### src/cbpw_pkg.sv
`default_nettype none
// ----------------------------------------------------------------------------
// Clipped blend pixel writer package
// Shared widths, register and mode codes, and the channel mix function.
// ----------------------------------------------------------------------------
package cbpw_pkg;

  localparam int COORD_BITS     = 12;
  localparam int SPAN_BITS      = COORD_BITS + 1;
  localparam int CFG_DATA_BITS  = SPAN_BITS;
  localparam int CFG_INDEX_BITS = 3;
  localparam int COLOR_BITS     = 32;
  localparam int CHAN_BITS      = 8;

  localparam logic [SPAN_BITS-1:0] SPAN_FULL = {1'b1, {COORD_BITS{1'b0}}};
  localparam logic [CHAN_BITS-1:0] ALPHA_CLEAR  = 8'h00;
  localparam logic [CHAN_BITS-1:0] ALPHA_OPAQUE = 8'hFF;

  typedef enum logic [1:0] {
    MODE_OPAQUE = 2'd0,
    MODE_CONST  = 2'd1,
    MODE_SRC    = 2'd2
  } blend_mode_t;

  typedef enum logic [CFG_INDEX_BITS-1:0] {
    REG_CLIP_LEFT      = 3'd0,
    REG_CLIP_TOP       = 3'd1,
    REG_CLIP_WIDTH     = 3'd2,
    REG_CLIP_HEIGHT    = 3'd3,
    REG_BLEND_MODE     = 3'd4,
    REG_CONSTANT_ALPHA = 3'd5
  } cfg_reg_t;

  typedef enum logic {
    OP_WRITE = 1'b0,
    OP_FLUSH = 1'b1
  } opcode_t;

  typedef struct packed {
    logic                  take;
    logic [COLOR_BITS-1:0] color;
  } blend_res_t;

  // (s*a + d*(255-a)) / 255, the divide done as a shift-and-add that is exact
  // for every sum two 8-bit products can reach.
  function automatic logic [CHAN_BITS-1:0] mix_channel(
    input logic [CHAN_BITS-1:0] s,
    input logic [CHAN_BITS-1:0] d,
    input logic [CHAN_BITS-1:0] a
  );
    logic [2*CHAN_BITS-1:0] sum;
    logic [2*CHAN_BITS:0]   adj;
    sum = ({8'h00, s} * {8'h00, a}) + ({8'h00, d} * {8'h00, ALPHA_OPAQUE - a});
    adj = {1'b0, sum} + {9'h000, sum[15:8]} + 17'd1;
    return adj[15:8];
  endfunction

endpackage
`default_nettype wire

### src/clipped_blend_pixel_writer.sv
`default_nettype none
// ----------------------------------------------------------------------------
// Clipped blend pixel writer
// Clips a pixel write, blends it, writes only on change, tracks a dirty box.
// ----------------------------------------------------------------------------
//  Port group | Handshake              | Carries
//  in_*       | in_valid / in_ready    | opcode, pixel_x, pixel_y, colors
//  out_*      | out_valid / out_ready  | write_enable, write_color, dirty box
//  cfg_*      | cfg_wr_en              | cfg_index selects, cfg_data value
//
//  One item per clock sustained while out_ready stays high; each item is held in
//  the input register, then in the result register, where it appears at the output.
//  The dirty box is updated as an item moves into the result register, so the
//  next item already sees it.
//  Reset is synchronous: clears both valid stages, the box and the configuration registers.
//  With out_ready low the result holds and the input stage still takes one item.
// ----------------------------------------------------------------------------
module clipped_blend_pixel_writer (
  input  wire                                  clk,
  input  wire                                  rst_n,
  input  wire                                  in_valid,
  output logic                                 in_ready,
  input  wire                                  in_opcode,
  input  wire [cbpw_pkg::COORD_BITS-1:0]       in_pixel_x,
  input  wire [cbpw_pkg::COORD_BITS-1:0]       in_pixel_y,
  input  wire [cbpw_pkg::COLOR_BITS-1:0]       in_source_color,
  input  wire [cbpw_pkg::COLOR_BITS-1:0]       in_dest_color,
  output logic                                 out_valid,
  input  wire                                  out_ready,
  output logic                                 out_write_enable,
  output logic [cbpw_pkg::COLOR_BITS-1:0]      out_write_color,
  output logic                                 out_dirty_valid,
  output logic [cbpw_pkg::COORD_BITS-1:0]      out_dirty_left,
  output logic [cbpw_pkg::COORD_BITS-1:0]      out_dirty_top,
  output logic [cbpw_pkg::SPAN_BITS-1:0]       out_dirty_right,
  output logic [cbpw_pkg::SPAN_BITS-1:0]       out_dirty_bottom,
  input  wire                                  cfg_wr_en,
  input  wire [cbpw_pkg::CFG_INDEX_BITS-1:0]   cfg_index,
  input  wire [cbpw_pkg::CFG_DATA_BITS-1:0]    cfg_data
);

  localparam int CB = cbpw_pkg::COORD_BITS;
  localparam int SB = cbpw_pkg::SPAN_BITS;

  // Configuration registers
  logic [CB-1:0]                 clip_left_r;
  logic [CB-1:0]                 clip_top_r;
  logic [SB-1:0]                 clip_width_r;
  logic [SB-1:0]                 clip_height_r;
  cbpw_pkg::blend_mode_t         blend_mode_r;
  logic [cbpw_pkg::CHAN_BITS-1:0] const_alpha_r;

  // Input stage
  logic                          s1_valid_r;
  logic                          s1_valid_nxt;
  logic                          s1_opcode_r;
  logic [CB-1:0]                 s1_x_r;
  logic [CB-1:0]                 s1_y_r;
  logic [cbpw_pkg::COLOR_BITS-1:0] s1_src_r;
  logic [cbpw_pkg::COLOR_BITS-1:0] s1_dst_r;

  // Dirty box
  logic          box_valid_r, box_valid_nxt;
  logic [CB-1:0] box_left_r, box_left_nxt;
  logic [CB-1:0] box_top_r, box_top_nxt;
  logic [SB-1:0] box_right_r, box_right_nxt;
  logic [SB-1:0] box_bottom_r, box_bottom_nxt;

  // Result stage
  logic                            out_valid_r, out_valid_nxt;
  logic                            out_we_r;
  logic [cbpw_pkg::COLOR_BITS-1:0] out_color_r;
  logic                            out_dvalid_r;
  logic [CB-1:0]                   out_dleft_r;
  logic [CB-1:0]                   out_dtop_r;
  logic [SB-1:0]                   out_dright_r;
  logic [SB-1:0]                   out_dbottom_r;

  logic                 advance;
  logic                 in_accept;
  logic                 step;
  logic [SB:0]          clip_x_end;
  logic [SB:0]          clip_y_end;
  logic                 in_clip;
  logic                 is_write;
  logic                 do_write;
  logic [SB-1:0]        x_end;
  logic [SB-1:0]        y_end;
  cbpw_pkg::blend_res_t blend_res;

  assign advance   = !out_valid_r || out_ready;
  assign in_ready  = !s1_valid_r || advance;
  assign in_accept = in_valid && in_ready;
  assign step      = s1_valid_r && advance;

  // Configuration writes
  always_ff @(posedge clk) begin
    if (!rst_n) begin
      clip_left_r   <= '0;
      clip_top_r    <= '0;
      clip_width_r  <= cbpw_pkg::SPAN_FULL;
      clip_height_r <= cbpw_pkg::SPAN_FULL;
      blend_mode_r  <= cbpw_pkg::MODE_OPAQUE;
      const_alpha_r <= cbpw_pkg::ALPHA_OPAQUE;
    end else if (cfg_wr_en) begin
      case (cfg_index)
        cbpw_pkg::REG_CLIP_LEFT:      clip_left_r   <= cfg_data[CB-1:0];
        cbpw_pkg::REG_CLIP_TOP:       clip_top_r    <= cfg_data[CB-1:0];
        cbpw_pkg::REG_CLIP_WIDTH:     clip_width_r  <= cfg_data[SB-1:0];
        cbpw_pkg::REG_CLIP_HEIGHT:    clip_height_r <= cfg_data[SB-1:0];
        cbpw_pkg::REG_BLEND_MODE:     blend_mode_r  <= cbpw_pkg::blend_mode_t'(cfg_data[1:0]);
        cbpw_pkg::REG_CONSTANT_ALPHA: const_alpha_r <= cfg_data[7:0];
        default: ;
      endcase
    end
  end

  // Input register
  assign s1_valid_nxt = in_accept ? 1'b1 : (step ? 1'b0 : s1_valid_r);

  always_ff @(posedge clk) begin
    if (!rst_n) begin
      s1_valid_r <= 1'b0;
    end else begin
      s1_valid_r <= s1_valid_nxt;
    end
  end

  always_ff @(posedge clk) begin
    if (in_accept) begin
      s1_opcode_r <= in_opcode;
      s1_x_r      <= in_pixel_x;
      s1_y_r      <= in_pixel_y;
      s1_src_r    <= in_source_color;
      s1_dst_r    <= in_dest_color;
    end
  end

  // Clip test; the end is kept one bit wider so a full-size span never wraps.
  assign clip_x_end = {2'b00, clip_left_r} + {1'b0, clip_width_r};
  assign clip_y_end = {2'b00, clip_top_r} + {1'b0, clip_height_r};
  assign in_clip = (s1_x_r >= clip_left_r) && (s1_y_r >= clip_top_r) &&
                   ({2'b00, s1_x_r} < clip_x_end) && ({2'b00, s1_y_r} < clip_y_end);

  cbpw_blend u_blend (
    .mode        (blend_mode_r),
    .const_alpha (const_alpha_r),
    .src         (s1_src_r),
    .dst         (s1_dst_r),
    .res         (blend_res)
  );

  assign is_write = (s1_opcode_r == cbpw_pkg::OP_WRITE);
  assign do_write = is_write && in_clip && blend_res.take && (blend_res.color != s1_dst_r);
  assign x_end    = {1'b0, s1_x_r} + {{CB{1'b0}}, 1'b1};
  assign y_end    = {1'b0, s1_y_r} + {{CB{1'b0}}, 1'b1};

  // Dirty box growth
  always_comb begin
    box_valid_nxt  = box_valid_r;
    box_left_nxt   = box_left_r;
    box_top_nxt    = box_top_r;
    box_right_nxt  = box_right_r;
    box_bottom_nxt = box_bottom_r;
    if (!is_write) begin
      box_valid_nxt = 1'b0;
    end else if (do_write) begin
      box_valid_nxt = 1'b1;
      if (!box_valid_r) begin
        box_left_nxt   = s1_x_r;
        box_top_nxt    = s1_y_r;
        box_right_nxt  = x_end;
        box_bottom_nxt = y_end;
      end else begin
        if (s1_x_r < box_left_r) box_left_nxt = s1_x_r;
        if (s1_y_r < box_top_r) box_top_nxt = s1_y_r;
        if (x_end > box_right_r) box_right_nxt = x_end;
        if (y_end > box_bottom_r) box_bottom_nxt = y_end;
      end
    end
  end

  always_ff @(posedge clk) begin
    if (!rst_n) begin
      box_valid_r  <= 1'b0;
      box_left_r   <= '0;
      box_top_r    <= '0;
      box_right_r  <= '0;
      box_bottom_r <= '0;
    end else if (step) begin
      box_valid_r  <= box_valid_nxt;
      box_left_r   <= box_left_nxt;
      box_top_r    <= box_top_nxt;
      box_right_r  <= box_right_nxt;
      box_bottom_r <= box_bottom_nxt;
    end
  end

  // Result register
  assign out_valid_nxt = advance ? s1_valid_r : out_valid_r;

  always_ff @(posedge clk) begin
    if (!rst_n) begin
      out_valid_r <= 1'b0;
    end else begin
      out_valid_r <= out_valid_nxt;
    end
  end

  always_ff @(posedge clk) begin
    if (step) begin
      out_we_r      <= do_write;
      out_color_r   <= do_write ? blend_res.color : '0;
      out_dvalid_r  <= box_valid_nxt;
      out_dleft_r   <= box_valid_nxt ? box_left_nxt : '0;
      out_dtop_r    <= box_valid_nxt ? box_top_nxt : '0;
      out_dright_r  <= box_valid_nxt ? box_right_nxt : '0;
      out_dbottom_r <= box_valid_nxt ? box_bottom_nxt : '0;
    end
  end

  assign out_valid        = out_valid_r;
  assign out_write_enable = out_we_r;
  assign out_write_color  = out_color_r;
  assign out_dirty_valid  = out_dvalid_r;
  assign out_dirty_left   = out_dleft_r;
  assign out_dirty_top    = out_dtop_r;
  assign out_dirty_right  = out_dright_r;
  assign out_dirty_bottom = out_dbottom_r;

  // A written pixel always leaves a non-empty dirty box behind it.
  a_write_marks_dirty: assert property (@(posedge clk) disable iff (!rst_n)
    out_valid_r && out_we_r |-> out_dvalid_r)
    else $error("write without dirty box");

  a_empty_box_zero: assert property (@(posedge clk) disable iff (!rst_n)
    out_valid_r && !out_dvalid_r |->
      out_dleft_r == '0 && out_dtop_r == '0 && out_dright_r == '0 && out_dbottom_r == '0)
    else $error("empty dirty box has nonzero bounds");

  a_box_ordered: assert property (@(posedge clk) disable iff (!rst_n)
    out_valid_r && out_dvalid_r |->
      ({1'b0, out_dleft_r} < out_dright_r) && ({1'b0, out_dtop_r} < out_dbottom_r))
    else $error("dirty box bounds out of order");

  a_no_write_no_color: assert property (@(posedge clk) disable iff (!rst_n)
    out_valid_r && !out_we_r |-> out_color_r == '0)
    else $error("color present without write");

  a_flush_clears_box: assert property (@(posedge clk) disable iff (!rst_n)
    step && !is_write |=> !box_valid_r)
    else $error("flush left dirty box valid");

endmodule
`default_nettype wire

### src/cbpw_blend.sv
`default_nettype none
// ----------------------------------------------------------------------------
// Blend unit
// Forms the new color of one pixel from source, destination and blend mode.
// ----------------------------------------------------------------------------
module cbpw_blend (
  input  wire cbpw_pkg::blend_mode_t            mode,
  input  wire [cbpw_pkg::CHAN_BITS-1:0]         const_alpha,
  input  wire [cbpw_pkg::COLOR_BITS-1:0]        src,
  input  wire [cbpw_pkg::COLOR_BITS-1:0]        dst,
  output cbpw_pkg::blend_res_t                  res
);

  logic [cbpw_pkg::CHAN_BITS-1:0] alpha;
  logic [cbpw_pkg::CHAN_BITS-1:0] mix_r;
  logic [cbpw_pkg::CHAN_BITS-1:0] mix_g;
  logic [cbpw_pkg::CHAN_BITS-1:0] mix_b;

  assign alpha = (mode == cbpw_pkg::MODE_CONST) ? const_alpha : src[31:24];
  assign mix_r = cbpw_pkg::mix_channel(src[23:16], dst[23:16], alpha);
  assign mix_g = cbpw_pkg::mix_channel(src[15:8], dst[15:8], alpha);
  assign mix_b = cbpw_pkg::mix_channel(src[7:0], dst[7:0], alpha);

  always_comb begin
    case (mode)
      cbpw_pkg::MODE_OPAQUE: begin
        res.take  = 1'b1;
        res.color = src;
      end
      // Constant alpha, source alpha, and the unused code, which acts as source alpha.
      default: begin
        if (alpha == cbpw_pkg::ALPHA_CLEAR) begin
          res.take  = 1'b0;
          res.color = '0;
        end else if (alpha == cbpw_pkg::ALPHA_OPAQUE) begin
          res.take  = 1'b1;
          res.color = {8'h00, src[23:0]};
        end else begin
          res.take  = 1'b1;
          res.color = {8'h00, mix_r, mix_g, mix_b};
        end
      end
    endcase
  end

endmodule
`default_nettype wire
### config.mk
export PLATFORM = sky130hd
export DESIGN_NAME = clipped_blend_pixel_writer
export DESIGN_NICKNAME = d
export VERILOG_FILES = /design/src/cbpw_pkg.sv /design/src/clipped_blend_pixel_writer.sv /design/src/cbpw_blend.sv
export SDC_FILE = /design/constraint.sdc
export NUM_CORES = 2
export LEC_CHECK = 0
export ABC_AREA = 0
export BUFFER_PORTS_ARGS = -buffer_cell sky130_fd_sc_hd__buf_2
export CAP_MARGIN = 20
export CORE_ASPECT_RATIO = 1.1
export CORE_MARGIN = 3
export CORE_UTILIZATION = 58
export CTS_BUF_LIST = sky130_fd_sc_hd__clkbuf_4
export DETAILED_ROUTE_END_ITERATION = 16
export PLACE_DENSITY = 0.8
export SETUP_SLACK_MARGIN = 0.02
export SLEW_MARGIN = 0
export SYNTH_ARGS = -nofsm -noshare
export SYNTH_HDL_FRONTEND = slang
export SYNTH_SLANG_ARGS = --single-unit
export TNS_END_PERCENT = 10
### constraint.sdc
create_clock -name clk -period 10.7 [get_ports clk]
set_clock_uncertainty 0.1 [all_clocks]
set_input_delay 0.535 -clock clk [delete_from_list [all_inputs] [get_ports clk]]
set_output_delay 0.535 -clock clk [all_outputs]
set_load 0.02 [all_outputs]
==> metrics.txt <==
outcome finished, final reports clean; root buffer cell clkbuf_4; TritonCTS clock tree yes; Crit Path Max Fanout 63; Std-Cell Rows 89; Arr. time, crit path 10.91 ns; drt first pass iters 5; hpwl dp 72400 µm; WL final 98400 µm; Slew Limit Fails 0; Synth Register Bits 286; Routed Antenna Nets 0; Synth async-reset ratio 0; IO Port Bufs 195; Yosys Warn Count 0; share of the synthesized area in the top cell type 0.181; post-synthesis cell count 3626; worst rel slew slack 0.243; share of layout cells above drive strength 1 0.139; max-cap violation count 0; DR vias 28500; placer congestion estimate 0.978; register area share after synthesis 0.232; crit share post-route 0.963; dpl cells 4520; RSZ-0062 raised after global routing false; hold path depth 2; grt total ovfl 0; Die Y 253 µm; IO Count 196; Layout area overhead 14.6%; delay-heaviest family, CP adder cells; final setup fails 0; Main synth FF type edfxtp_1; Final Hold Fails 0; Clock Latency Late Sink 0.88 ns; Horiz. Die Dim 230 µm; count of non-filler cells in the finished layout 4777; H-tree levels 3; vias per std cell 5.96; clock sinks 286; synth top area cells fa_1, edfxtp_1, ha_1, dfxtp_1, inv_1; CTS Buf Count 77; drt wl/cell 20.6 µm; Fillers 4141; clk buf depth 3; core area 54200 µm²; drt initial violations 2561; Layout Utilization 0.679; kind of critical path reg -> reg; Crit. End Element register; FF-to-FF path depth 39; CP Buf/Inv Count 9; nets 4707; first-pass GRT wire length 155000 µm; Worst-path clk slew 0.07 ns; DRC 0; Crit path top cell by count fa_1; CP required 11.31 ns; Fmax 97.0 MHz; commonest non-fill, non-tap cell in the layout inv_1; worst-margin pin slew 1.14 ns; post-layout min period 10.31 ns; initial antenna violation count 6; synthesized area per cell 8.85 µm²; Post-synth EDFFs 173; largest net degree at the start of global routing 81; Initial Util 0.592; slowest CP cell or4_4; Yosys top cell by area fa_1; Stages on worst setup path 39; gr usage total 0.339; slowest stage delay, CP 0.65 ns; vias in the first global route 29100; CP Launch Type register; synthesized area 32100 µm²; commonest cells after routing, fill and taps aside inv_1, nand2_1, ha_1; Hold Path Class in -> reg; die footprint 58200 µm²; post-synthesis cell type count 103
[sequential cells by signal, summed over array words and instances, names as in the netlist, 13 cells and up]
name,count
out_write_color,32
box_right_r,13
out_dirty_right,13
clip_width_r,13
s1_src_r,32
s1_dst_r,32
out_dirty_bottom,13
box_bottom_r,13
clip_height_r,13
[area by class of cell]
| cell class | instances | area, µm² | area share |
|---|---|---|---|
| Clock inverter | 28 | 214 | 0.00581 |
| Timing Repair Buffer | 450 | 3250 | 0.0882 |
| Clock buffer | 110 | 826 | 0.0224 |
| Inverter | 552 | 2080 | 0.0564 |
| Tap cell | 728 | 911 | 0.0248 |
| Multi-Input combinational cell | 2619 | 22100 | 0.599 |
| Sequential cell | 286 | 7460 | 0.203 |
| Antenna cell | 4 | 10.0 | 0.000272 |
[Yosys cell counts (65+ instances only)]
master / count
edfxtp_1: 173
inv_1: 549
fa_1: 290
nand2_1: 482
nand3_1: 80
and2_1: 190
clkbuf_1: 141
o211ai_1: 65
dfxtp_1: 113
a21boi_0: 76
ha_1: 321
a21oi_1: 107
a21o_1: 72
xnor2_1: 66
nor2_1: 199
[final timing paths]
path | from | end | slack [ns]
hold / removal | rst_n | box_bottom_r[3] | 0.11
hold reg to reg | clip_width_r[5] | clip_width_r[5] | 0.37
setup reg to reg | blend_mode_r[0] | box_right_r[7] | 0.39
setup / recovery | blend_mode_r[0] | box_right_r[7] | 0.39
[layer usage]
metal,up-vias,GRT usage,part of all wire
met2,1541,0.567,0.47
met1,13600,0.393,0.36
li1,12900,-,-
met3,431,0.0805,0.097
met5,-,0,0.00048
met4,6,0.215,0.070
[through the flow]
step	cell area, µm²	hold slack [ns]	setup WS [ns]	TNS (ns)
after global placement	34500	0.356	0.132	0
final	36800	0.108	0.395	0
after global routing	36800	0.123	0.0273	0
after floorplan	32100	0.347	0.0797	0
after CTS	36600	0.0807	0.0401	0
after detailed placement	34500	0.363	-0.0330	-0.0823
[kinds of logic after synthesis]
logic type / after synthesis / synth area share
other cells: 1 / 0.000117
simple gates: 1202 / 0.180
flops: 286 / 0.232
xor+xnor: 107 / 0.0322
buf+inv: 723 / 0.0865
compound gates: 629 / 0.141
mux: 64 / 0.0205
fa+ha+maj: 614 / 0.307
[timing repair]
item / CTS / global route
setup buffers: 0 / 10
pin swaps: 0 / 4
setup endpoints to repair: 77 / 135
hold buffers: 105 / 0
gates resized for setup: 2 / 23
hold endpoints to repair: 151 / 0
Power is left out: the tool's default activity adds up to more than one toggle a clock period on the data nets, which glitch-free logic cannot reach.
